`config.mk`:
```
export PLATFORM = sky130hd
export DESIGN_NAME = whitespace_dibit_codec
export DESIGN_NICKNAME = d
export VERILOG_FILES = /design/src/hw/rtl/wdc_pkg.sv /design/src/hw/rtl/whitespace_dibit_codec.sv /design/src/hw/rtl/wdc_front.sv /design/src/hw/rtl/wdc_queue.sv /design/src/hw/rtl/wdc_back.sv
export SDC_FILE = /design/constraint.sdc
export NUM_CORES = 1
export LEC_CHECK = 0
export BUFFER_PORTS_ARGS = -buffer_cell sky130_fd_sc_hd__clkbuf_2
export CAP_MARGIN = 20
export CORE_MARGIN = 3
export CORE_UTILIZATION = 38
export DETAILED_ROUTE_END_ITERATION = 16
export SYNTH_ARGS = -nofsm -noshare
export SYNTH_HDL_FRONTEND = slang
export SYNTH_HIERARCHICAL = 1
export SYNTH_SLANG_ARGS = --single-unit
```
`constraint.sdc`:
```
create_clock -name clk -period 2.5 [get_ports clk]
set_input_delay 0.5 -clock clk [delete_from_list [all_inputs] [get_ports clk]]
set_output_delay 0.5 -clock clk [all_outputs]
set_load 0.03 [all_outputs]
```
`src/hw/rtl/wdc_pkg.sv`:
```
// Whitespace dibit codec package: character codes, error codes and the
// command word passed from the front end to the back end.
// No dependencies.
`default_nettype none

package wdc_pkg;

  localparam logic [7:0] CHAR_TAB   = 8'h09;
  localparam logic [7:0] CHAR_LF    = 8'h0A;
  localparam logic [7:0] CHAR_CR    = 8'h0D;
  localparam logic [7:0] CHAR_SPACE = 8'h20;

  localparam logic [1:0] ERR_OK         = 2'd0;
  localparam logic [1:0] ERR_INVALID    = 2'd1;
  localparam logic [1:0] ERR_INCOMPLETE = 2'd2;

  localparam logic [1:0] DIBIT_LAST = 2'd3;

  typedef struct packed {
    logic       enc;
    logic [7:0] data;
    logic [1:0] err;
    logic       eom;
  } cmd_t;

  typedef struct packed {
    logic       ok;
    logic [1:0] dibit;
  } dibit_t;

  function automatic logic [7:0] char_of_dibit(input logic [1:0] d);
    logic [7:0] c;
    case (d)
      2'd0:    c = CHAR_TAB;
      2'd1:    c = CHAR_LF;
      2'd2:    c = CHAR_CR;
      default: c = CHAR_SPACE;
    endcase
    return c;
  endfunction

  function automatic dibit_t dibit_of_char(input logic [7:0] c);
    dibit_t r;
    case (c)
      CHAR_TAB:   r = '{ok: 1'b1, dibit: 2'd0};
      CHAR_LF:    r = '{ok: 1'b1, dibit: 2'd1};
      CHAR_CR:    r = '{ok: 1'b1, dibit: 2'd2};
      CHAR_SPACE: r = '{ok: 1'b1, dibit: 2'd3};
      default:    r = '{ok: 1'b0, dibit: 2'd0};
    endcase
    return r;
  endfunction

endpackage

`default_nettype wire

```
`src/hw/rtl/whitespace_dibit_codec.sv`:
```
// Whitespace dibit codec top level: front end, command queue, back end.
// Depends on wdc_pkg, wdc_front, wdc_queue, wdc_back.
//
// Usage:
//   cfg channel writes the direction bit (0 encode, 1 decode); a write
//   also drops any partial decode group. cfg_ready is always high; write
//   only while no results are pending. in_tready drops during a write.
//   in channel: in_tdata is the byte or character, in_tlast marks the
//   last item of a message.
//   out channel: out_tdata is the character or byte (0 on error),
//   out_tlast the final result of its input item, out_tuser the error
//   code and the message-end flag.
// Throughput: one result per cycle from the back end while out_tready is
//   high, so an encoded byte gives four results and a decoded character
//   at most one. The front end accepts an item per cycle while the command
//   queue has room and cfg_valid is low, so input and output stall
//   independently.
// Reset: clears direction to encode, the decode group, the queue and the
//   output valid flag. A stalled out_tready holds the result steady; input
//   is refused once the queue fills.
`default_nettype none

module whitespace_dibit_codec #(
  parameter int QUEUE_DEPTH = 2
) (
  input  wire logic       clk,
  input  wire logic       rst_n,
  input  wire logic       cfg_valid,
  output logic            cfg_ready,
  input  wire logic       cfg_data,
  input  wire logic       in_tvalid,
  output logic            in_tready,
  input  wire logic [7:0] in_tdata,   // [7:0] in_value
  input  wire logic       in_tlast,
  output logic            out_tvalid,
  input  wire logic       out_tready,
  output logic [7:0]      out_tdata,  // [7:0] out_value
  output logic            out_tlast,
  output logic [2:0]      out_tuser   // [1:0] error_code, [2] message_end
);
  import wdc_pkg::*;

  cmd_t push_cmd, head;
  logic push, pop, empty, full;
  logic [1:0] err;
  logic eom;

  assign cfg_ready = 1'b1;
  assign in_tready = !full && !cfg_valid;
  assign out_tuser = {eom, err};

  wdc_front u_front (
    .clk      (clk),
    .rst_n    (rst_n),
    .cfg_we   (cfg_valid && cfg_ready),
    .cfg_dir  (cfg_data),
    .in_fire  (in_tvalid && in_tready),
    .in_value (in_tdata),
    .in_eom   (in_tlast),
    .push     (push),
    .push_cmd (push_cmd)
  );

  wdc_queue #(.DEPTH(QUEUE_DEPTH)) u_queue (
    .clk      (clk),
    .rst_n    (rst_n),
    .push     (push),
    .push_cmd (push_cmd),
    .pop      (pop),
    .head     (head),
    .empty    (empty),
    .full     (full)
  );

  wdc_back u_back (
    .clk       (clk),
    .rst_n     (rst_n),
    .head      (head),
    .empty     (empty),
    .pop       (pop),
    .out_valid (out_tvalid),
    .out_ready (out_tready),
    .out_value (out_tdata),
    .out_last  (out_tlast),
    .out_err   (err),
    .out_eom   (eom)
  );

endmodule

`default_nettype wire

```
`src/hw/rtl/wdc_front.sv`:
```
// Whitespace dibit codec front end: holds the direction register, accepts
// input items, tracks the decode group and pushes commands.
// Depends on wdc_pkg.
`default_nettype none

module wdc_front (
  input  wire logic         clk,
  input  wire logic         rst_n,
  input  wire logic         cfg_we,
  input  wire logic         cfg_dir,
  input  wire logic         in_fire,
  input  wire logic [7:0]   in_value,
  input  wire logic         in_eom,
  output logic              push,
  output wdc_pkg::cmd_t     push_cmd
);
  import wdc_pkg::*;

  logic       dir_r, dir_nxt;
  logic [1:0] pos_r, pos_nxt;
  logic [5:0] part_r, part_nxt;
  dibit_t     dc;
  logic [5:0] part_add;

  always_comb begin
    dc       = dibit_of_char(in_value);
    part_add = part_r | (6'({4'd0, dc.dibit}) << {pos_r, 1'b0});
    dir_nxt  = dir_r;
    pos_nxt  = pos_r;
    part_nxt = part_r;
    push     = 1'b0;
    push_cmd = '{enc: 1'b0, data: 8'd0, err: ERR_OK, eom: in_eom};
    if (cfg_we) begin
      dir_nxt  = cfg_dir;
      pos_nxt  = 2'd0;
      part_nxt = 6'd0;
    end else if (in_fire) begin
      if (!dir_r) begin
        push          = 1'b1;
        push_cmd.enc  = 1'b1;
        push_cmd.data = in_value;
      end else if (!dc.ok) begin
        push         = 1'b1;
        push_cmd.err = ERR_INVALID;
        pos_nxt      = 2'd0;
        part_nxt     = 6'd0;
      end else if (pos_r == DIBIT_LAST) begin
        push          = 1'b1;
        push_cmd.data = {dc.dibit, part_r};
        pos_nxt       = 2'd0;
        part_nxt      = 6'd0;
      end else if (in_eom) begin
        push         = 1'b1;
        push_cmd.err = ERR_INCOMPLETE;
        pos_nxt      = 2'd0;
        part_nxt     = 6'd0;
      end else begin
        pos_nxt  = pos_r + 2'd1;
        part_nxt = part_add;
      end
    end
  end

  always_ff @(posedge clk) begin
    if (!rst_n) begin
      dir_r  <= 1'b0;
      pos_r  <= 2'd0;
      part_r <= 6'd0;
    end else begin
      dir_r  <= dir_nxt;
      pos_r  <= pos_nxt;
      part_r <= part_nxt;
    end
  end

endmodule

`default_nettype wire

```
`src/hw/rtl/wdc_queue.sv`:
```
// Whitespace dibit codec command queue: a small FIFO between front and back.
// Depends on wdc_pkg.
`default_nettype none

module wdc_queue #(
  parameter int DEPTH = 2
) (
  input  wire logic          clk,
  input  wire logic          rst_n,
  input  wire logic          push,
  input  wire wdc_pkg::cmd_t push_cmd,
  input  wire logic          pop,
  output wdc_pkg::cmd_t      head,
  output logic               empty,
  output logic               full
);
  import wdc_pkg::*;

  localparam int PW = $clog2(DEPTH);
  localparam int CW = $clog2(DEPTH + 1);

  cmd_t          entries[DEPTH];
  logic [PW-1:0] wr_r, wr_nxt, rd_r, rd_nxt;
  logic [CW-1:0] cnt_r, cnt_nxt;
  logic          do_push, do_pop;

  always_comb begin
    empty   = (cnt_r == CW'(0));
    full    = (cnt_r == CW'(DEPTH));
    head    = entries[rd_r];
    do_push = push && !full;
    do_pop  = pop && !empty;
    wr_nxt  = wr_r;
    rd_nxt  = rd_r;
    cnt_nxt = cnt_r;
    if (do_push) begin
      wr_nxt = (wr_r == PW'(DEPTH - 1)) ? PW'(0) : wr_r + PW'(1);
    end
    if (do_pop) begin
      rd_nxt = (rd_r == PW'(DEPTH - 1)) ? PW'(0) : rd_r + PW'(1);
    end
    if (do_push && !do_pop) begin
      cnt_nxt = cnt_r + CW'(1);
    end else if (do_pop && !do_push) begin
      cnt_nxt = cnt_r - CW'(1);
    end
  end

  always_ff @(posedge clk) begin
    if (do_push) begin
      entries[wr_r] <= push_cmd;
    end
  end

  always_ff @(posedge clk) begin
    if (!rst_n) begin
      wr_r  <= '0;
      rd_r  <= '0;
      cnt_r <= '0;
    end else begin
      wr_r  <= wr_nxt;
      rd_r  <= rd_nxt;
      cnt_r <= cnt_nxt;
    end
  end

endmodule

`default_nettype wire

```
`src/hw/rtl/wdc_back.sv`:
```
// Whitespace dibit codec back end: pops commands, expands encode commands
// into four characters and drives the registered result channel.
// Depends on wdc_pkg.
`default_nettype none

module wdc_back (
  input  wire logic          clk,
  input  wire logic          rst_n,
  input  wire wdc_pkg::cmd_t head,
  input  wire logic          empty,
  output logic               pop,
  output logic               out_valid,
  input  wire logic          out_ready,
  output logic [7:0]         out_value,
  output logic               out_last,
  output logic [1:0]         out_err,
  output logic               out_eom
);
  import wdc_pkg::*;

  cmd_t       cur_r, cur_nxt;
  logic       cur_vld_r, cur_vld_nxt;
  logic [1:0] beat_r, beat_nxt;
  logic       ov_r, ov_nxt;
  logic [7:0] oval_r, oval_nxt;
  logic       olast_r, olast_nxt;
  logic [1:0] oerr_r, oerr_nxt;
  logic       oeom_r, oeom_nxt;
  logic       out_free, emit, beat_last;
  logic [1:0] dibit;

  always_comb begin
    out_free    = !ov_r || out_ready;
    emit        = out_free && cur_vld_r;
    beat_last   = !cur_r.enc || (beat_r == DIBIT_LAST);
    dibit       = 2'(cur_r.data >> {beat_r, 1'b0});
    ov_nxt      = ov_r && !out_ready;
    oval_nxt    = oval_r;
    olast_nxt   = olast_r;
    oerr_nxt    = oerr_r;
    oeom_nxt    = oeom_r;
    cur_nxt     = cur_r;
    cur_vld_nxt = cur_vld_r;
    beat_nxt    = beat_r;
    if (emit) begin
      ov_nxt = 1'b1;
      if (cur_r.enc) begin
        oval_nxt  = char_of_dibit(dibit);
        olast_nxt = beat_last;
        oerr_nxt  = ERR_OK;
        oeom_nxt  = beat_last && cur_r.eom;
      end else begin
        oval_nxt  = cur_r.data;
        olast_nxt = 1'b1;
        oerr_nxt  = cur_r.err;
        oeom_nxt  = cur_r.eom;
      end
      if (beat_last) begin
        cur_vld_nxt = 1'b0;
      end else begin
        beat_nxt = beat_r + 2'd1;
      end
    end
    pop = !empty && (!cur_vld_r || (emit && beat_last));
    if (pop) begin
      cur_nxt     = head;
      cur_vld_nxt = 1'b1;
      beat_nxt    = 2'd0;
    end
  end

  always_ff @(posedge clk) begin
    if (!rst_n) begin
      cur_vld_r <= 1'b0;
      beat_r    <= 2'd0;
      ov_r      <= 1'b0;
    end else begin
      cur_vld_r <= cur_vld_nxt;
      beat_r    <= beat_nxt;
      ov_r      <= ov_nxt;
    end
  end

  always_ff @(posedge clk) begin
    cur_r   <= cur_nxt;
    oval_r  <= oval_nxt;
    olast_r <= olast_nxt;
    oerr_r  <= oerr_nxt;
    oeom_r  <= oeom_nxt;
  end

  assign out_valid = ov_r;
  assign out_value = oval_r;
  assign out_last  = olast_r;
  assign out_err   = oerr_r;
  assign out_eom   = oeom_r;

endmodule

`default_nettype wire

```
==> run_results.csv, run 1 <==
group,metric,value,unit
sta,grt_setup_unrepaired,"false",
placement,port_buffers,28,
routing,avgRoutedWirePerCell,13.38,um
setup_path,crit_path_end_kind,"register",
sta,worst_pin_slew,877.2,ps
cells_and_area,area_growth_syn_to_layout,17.19,%
clocking,cts_sinks,66,
power_and_ir_drop,max-vdd-ir-drop,0.0003511,V
logic_synthesis,yosysUniqueCellTypes,56,
setup_path,worstPathMaxFanout,5,
routing,vias,1787,
routing,post_drt_via_cell_ratio,4.936,
logic_synthesis,synthesis.nets,235,
global_route,gr-usage-all-layers,12.14,%
die,io_pins,30,
global_route,antenna_found_initial,0,
routing,postRouteAntennaNets,0,
logic_synthesis,synth_edf_count,48,
sta,finClkSkew,7.120,ps
power_and_ir_drop,combPwrFrac,16.6,%
power_and_ir_drop,swShare,25.97,%
power_and_ir_drop,power_density,785.0,nW/um^2
cells_and_area,diodes,0,
logic_synthesis,synthFlopType,"edfxtp_1",
clocking,cts_buffer_depth,2,
global_route,grt_pass1_wl,8052,um
die,die-area,8727,um^2
placement,post-dp-hpwl,3453,um
die,chipWidth,93.42,um
clocking,post_cts_buffers,0,
setup_path,path_class,"reg -> reg",
cells_and_area,layout-drive-gt1-share,30.42,%
power_and_ir_drop,internal-power,1.978,mW
logic_synthesis,async_flop_share,0,%
sta,slew_headroom,41.31,%
routing,first_iter_violations,61,
logic_synthesis,yosysSeqAreaShare,62.04,%
logic_synthesis,synth_seq_cells,66,
global_route,overflow,0,
logic_synthesis,syn-instance-count,217,
global_route,grt_pass1_vias,1691,
die,initial_core_util,39.61,%
power_and_ir_drop,pwr-share-seq,51.5,%
sta,setup_violations,0,
setup_path,start_kind,"register",
setup_path,crit_arrival,2560,ps
setup_path,cp.required,2760,ps
routing,route.detailed.drc,0,
sta,hold_viol_final,0,
logic_synthesis,ys_warn_count,6,
power_and_ir_drop,pwr-share-clk,31.9,%
sta,max_freq,435.9,MHz
sta,final.setup.worst_slack,206.1,ps
logic_synthesis,avgSynthCellArea,13.38,um^2
clocking,htree_levels,3,
sta,fin_crit_sh,91.76,%
clocking,clkTransAtPathRegs,60,ps
job,drv_cap,0,
cells_and_area,mostFrequentLayoutCell,"edfxtp_1",
routing,first_pass_iters,6,
logic_synthesis,synth_area_leaders,"edfxtp_1 50%, dfxtp_1 12%, mux2_2 5.4%",
cells_and_area,nNetsFinal,276,
sta,setup_tns,0,ps
cells_and_area,final_cell_mix,"48 x edfxtp_1, 28 x clkbuf_2, 18 x dfxtp_1",
clocking,cts_buffers,9,
placement,preCtsSetupSlack,21.98,ps
sta,period_needed,2294,ps
die,core,7331,um^2
logic_synthesis,yosys.area.top_type,"edfxtp_1",
power_and_ir_drop,p_switching,693.7,uW
hold_path,min_path_type,"in -> reg",
power_and_ir_drop,p_leak,1.235,nW
clocking,clock_latency,330,ps
routing,wl,4843,um
sta,final_max_slew_viol_count,0,
placement,gp_congestion,0.8385,
die,rows,31,
outcome,status,"complete, no violations",
clocking,root_buffer,"clkbuf_8",
logic_synthesis,yosysTopAreaCellShare,49.63,%
clocking,cts_tree,"built",
logic_synthesis,netlist_area,2904,um^2
die,die_h,93.42,um
global_route,grt_max_degree,16,
[path summary, 6_finish.rpt]
kind / start / to / slack [ps] / depth (start not counted)
worst max register to register: u_queue/cnt_r[0] / u_queue/cnt_r[1] / 210 / 10
worst min-delay path: cfg_data / u_front/dir_r / 430 / 3
worst max-delay path: u_queue/cnt_r[0] / u_queue/cnt_r[1] / 210 / 10
worst min register to register: u_front/part_r[2] / u_front/part_r[2] / 470 / 1
[registers in the layout (all words and copies together), names as in the netlist, named ones only]
name and cells:
u_queue/cnt_r 2, u_front/part_r 6, u_back/cur_vld_r 1, u_queue/entries 24, u_back/cur_r 12, u_back/out_eom 1
u_queue/rd_r 1, u_front/dir_r 1, u_back/out_err 2, u_back/out_value 8, u_back/out_last 1, u_back/out_valid 1
u_back/beat_r 2, u_front/pos_r 2, u_queue/wr_r 1
[cells by family (layout without fill, tap and decap cells)]
| kind of cell | after synthesis | in the layout | share of synthesized area (%) |
|---|---|---|---|
| and+or+nand+nor | 67 | 67 | 14.56 |
| DFF | 66 | 66 | 62.04 |
| AOI/OAI and AO/OA | 40 | 40 | 10.86 |
| muxes | 20 | 20 | 7.540 |
| buffers and inverters | 17 | 63 | 2.671 |
| adders and majority gates | 3 | 3 | 1.293 |
| xor gates and xnor gates | 3 | 3 | 0.9049 |
| other | 1 | 1 | 0.1291 |
[power by group through the flow]
stage	clock network (mW)	registers (mW)	logic [mW]
after floorplan	0	1.44	0.268
after global placement	0	1.40	0.440
after detailed placement	0	1.40	0.445
after CTS	0.890	1.38	0.448
after global routing	0.948	1.39	0.489
final	0.853	1.38	0.443
[layer usage]
layer  GRT usage (%)  routed length, um  share of wire, %  vias to the layer above
met2           19.36               2331                48                       50
met5               0                  0                 0                        -
met3           5.068                293               6.0                        4
li1                -                  -                 -                      900
met1           14.83               2199                45                      833
met4           4.029                 18              0.37                        0
[layout make-up]
type,count,area (um^2)
clock inverters,3,40.04
flip-flops and latches,66,1802
clock buffers,13,148.9
inverters,10,37.54
repair buffers,37,220.2
well taps,99,123.9
multi-input cells,134,1031
fillers,678,3928
[synth_stat cells (2+ instances only)]
master,instances
edfxtp_1,48
dfxtp_1,18
nor2_1,15
mux2_2,14
nor2b_1,9
inv_1,8
nand2_1,8
o21a_1,7
a22o_1,6
and2_1,5
mux2i_1,5
a21oi_1,4
buf_4,3
ha_1,3
nand2b_1,3
o21ai_0,3
a21boi_1,2
and3b_1,2
and4b_1,2
buf_2,2
clkbuf_1,2
inv_2,2
nand3_1,2
nand4_1,2
nand4b_1,2
nor3_1,2
nor3_2,2
nor3b_2,2
nor4_1,2
nor4b_1,2
o21ai_1,2
o221ai_1,2
o31ai_1,2
xnor2_1,2
[critical path, stage by stage, from the launching register on]
cell and delay [ps]:
dfxtp_1 410, nand2b_1 180, inv_2 70, nor3b_2 210, nand2b_1 160, a31oi_2 210, inv_1 90, nor2_1 130
ha_1 270, or3_1 360, a21boi_1 140
[what timing repair did]
| item | CTS | global route |
|---|---|---|
| setup endpoints to repair | 0 | 1 |
| resized for setup | 0 | 1 |
| hold buffers | 0 | 0 |
[stage by stage]
stage	util [%]	area (um^2)	hold slack, ps	cells	power (mW)
after floorplan	-	2904	441.3	217	1.713
after global placement	43.76	3208	450.1	346	1.838
after detailed placement	43.76	3208	453.5	346	1.845
after CTS	46.34	3397	412.0	362	2.714
after global routing	46.42	3403	426.9	362	2.827
final	46.42	3403	434.0	362	2.672
(Power assumes the default switching activity.)
==> inputs of run 2 (changes only) <==
--- a/config.mk
+++ b/config.mk
@@ -9,7 +9,9 @@
 export CAP_MARGIN = 20
 export CORE_MARGIN = 3
 export CORE_UTILIZATION = 38
+export CTS_BUF_LIST = sky130_fd_sc_hd__clkbuf_4 sky130_fd_sc_hd__clkbuf_8 sky130_fd_sc_hd__clkbuf_16
 export DETAILED_ROUTE_END_ITERATION = 16
+export RECOVER_POWER = 50
 export SYNTH_ARGS = -nofsm -noshare
 export SYNTH_HDL_FRONTEND = slang
 export SYNTH_HIERARCHICAL = 1
==> constraint.sdc (replaced) <==
create_clock -name clk -period 3 [get_ports clk]
set_input_delay 0.6 -clock clk [delete_from_list [all_inputs] [get_ports clk]]
set_output_delay 0.6 -clock clk [all_outputs]
set_load 0.03 [all_outputs]
==> run 2 against run 1 <==
Effect of this change:
- combinational power is 23% lower
- worst setup slack improved by 280 ps
- die area did not move
==> run_results.csv, run 2 (synthesis gave the netlist of run 1 again) <==
group,metric,value,unit
routing,first_iter_violations,67,
placement,placed_cell_area,3173,um^2
power_and_ir_drop,max-vdd-ir-drop,0.0002864,V
global_route,gr-usage-all-layers,11.96,%
global_route,met2_usage,18.76,%
routing,wl,4727,um
clocking,cts_buffer_depth,2,
power_and_ir_drop,p_leak,1.171,nW
die,die_h,93.42,um
hold_path,min_path_type,"reg -> reg",
clocking,clkTransAtPathRegs,70,ps
die,rows,31,
sta,finClkSkew,6.070,ps
cells_and_area,layout-drive-gt1-share,20.38,%
setup_path,rrSetupSlack,490,ps
setup_path,crit_arrival,2780,ps
setup_path,cp_cell_sequence,"clkbuf_1, ha_1, and2b_4, o21ai_1, and2_1, o21ai_1, ha_1, or3_1, a21boi_1",
power_and_ir_drop,swShare,26.22,%
sta,max_freq,398.4,MHz
cells_and_area,area_growth_syn_to_layout,15.25,%
cells_and_area,register_area,1802,um^2
die,die-area,8727,um^2
sta,setup_tns,0,ps
clocking,htree_levels,3,
setup_path,crit_path_end_kind,"register",
setup_path,crit_cells,9,
clocking,clock_latency,340,ps
sta,period_needed,2510,ps
global_route,met1_usage,14.82,%
sta,final_max_slew_viol_count,0,
global_route,grt_pass1_wl,8038,um
clocking,cts_tree,"built",
setup_path,max_stage_delay,360,ps
setup_path,path_buf_inv,1,
setup_path,r2r-end,"u_queue/cnt_r[1]",
clocking,cts_buffers,9,
global_route,antenna_found_initial,0,
setup_path,path_class,"reg -> reg",
cells_and_area,nNetsFinal,273,
power_and_ir_drop,pwr-share-clk,35.9,%
placement,gp_congestion,0.8333,
setup_path,cp.required,3270,ps
routing,avgRoutedWirePerCell,13.17,um
routing,post_drt_via_cell_ratio,4.972,
cells_and_area,stdcell_area,3347,um^2
clocking,cts_sinks,66,
power_and_ir_drop,internal-power,1.711,mW
setup_path,crit_start,"u_back/beat_r[1]",
routing,postRouteAntennaNets,0,
die,io_pins,30,
power_and_ir_drop,p_switching,608.0,uW
sta,setup_violations,0,
setup_path,r2r_cells,9,
cells_and_area,regMostFlops,"u_queue/entries",
global_route,busiest_layer,"met2",
setup_path,worstPathMaxFanout,7,
setup_path,start_kind,"register",
cells_and_area,final_cell_mix,"48 x edfxtp_1, 20 x clkbuf_1, 18 x dfxtp_1",
routing,vias,1785,
setup_path,r2r-start,"u_back/beat_r[1]",
setup_path,cp-endpoint,"u_queue/cnt_r[1]",
sta,slew_headroom,41.43,%
die,chipWidth,93.42,um
die,core,7331,um^2
cells_and_area,instances_no_fill,359,
sta,hold_viol_final,0,
global_route,grt_pass1_vias,1717,
cells_and_area,mostFrequentLayoutCell,"edfxtp_1",
sta,grt_setup_unrepaired,"false",
outcome,status,"complete, no violations",
clocking,root_buffer,"clkbuf_8",
job,drv_cap,0,
clocking,ctsResizeCount,0,
power_and_ir_drop,pwr-share-seq,49.5,%
routing,route.detailed.drc,0,
global_route,grt_max_degree,16,
setup_path,path_delay_family,"simple AND/OR/NAND/NOR gates",
routing,first_pass_iters,4,
setup_path,cp_slowest_cell,"or3_1",
die,initial_core_util,39.61,%
clocking,hold_buffers,0,
power_and_ir_drop,combPwrFrac,14.6,%
placement,dp.cells,343,
cells_and_area,largest_register_ffs,24,
placement,port_buffers,28,
cells_and_area,diodes,0,
global_route,grtUsageMet3,4.827,%
sta,fin_crit_sh,83.66,%
global_route,overflow,0,
cells_and_area,fill_cells,691,
power_and_ir_drop,power_density,692.8,nW/um^2
clocking,post_cts_buffers,0,
placement,post-dp-hpwl,3364,um
sta,worst_pin_slew,875.3,ps
cells_and_area,multi_input_area,1003,um^2
## run 2: cell types whose count changed in the layout (fill, tap and decap cells not counted), sizes merged
cell	change
buf	-6
clkinvlp	+1
bufinv	+1
clkinv	+1
## run 2: power groups by stage
stage	Combinational [mW]	Sequential [mW]	Clock (mW)
after floorplan	0.223	1.20	0
after global placement	0.358	1.17	0
after detailed placement	0.361	1.17	0
after CTS	0.363	1.15	0.857
after global routing	0.377	1.16	0.897
final	0.339	1.15	0.833
## run 2: per-stage QoR
step                hold WS [ps]  util, %  worst slack (ps)  power [mW]
global placement           450.8    43.28             509.5       1.524
detailed placement         455.5    43.28             464.7       1.530
global route               483.7    45.66             329.5       2.432
CTS                        472.7    46.39             590.1       2.368
finish                     468.5    45.66             490.1       2.319
floorplan                  441.3        -             530.0       1.427
## run 2: final cells by class
type	instances	area share, %
Clock buffer	10	4.112
Inverter	10	1.121
Timing Repair Buffer	34	4.561
Tap cell	99	3.701
Multi-Input combinational cell	134	29.98
Sequential cell	66	53.83
Clock inverter	6	2.692
## run 2: how the worst min path moves through the flow
stage	endpoint	cells after the start	start
after global routing	u_front/part_r[4]	1	u_front/part_r[4]
after CTS	u_front/part_r[4]	1	u_front/part_r[4]
final	u_front/part_r[5]	1	u_front/part_r[5]
after floorplan	u_front/part_r[2]	1	u_front/part_r[2]
after global placement	u_front/part_r[2]	1	u_front/part_r[2]
after detailed placement	u_front/part_r[4]	1	u_front/part_r[4]
## run 2: metal layers
metal / vias to the layer above / wire [um] / part of all wire [%]
met2: 41 / 2184 / 46
met1: 840 / 2220 / 47
met3: 6 / 272 / 5.8
met4: 0 / 50 / 1.1
met5: - / 0 / 0
li1: 898 / - / -
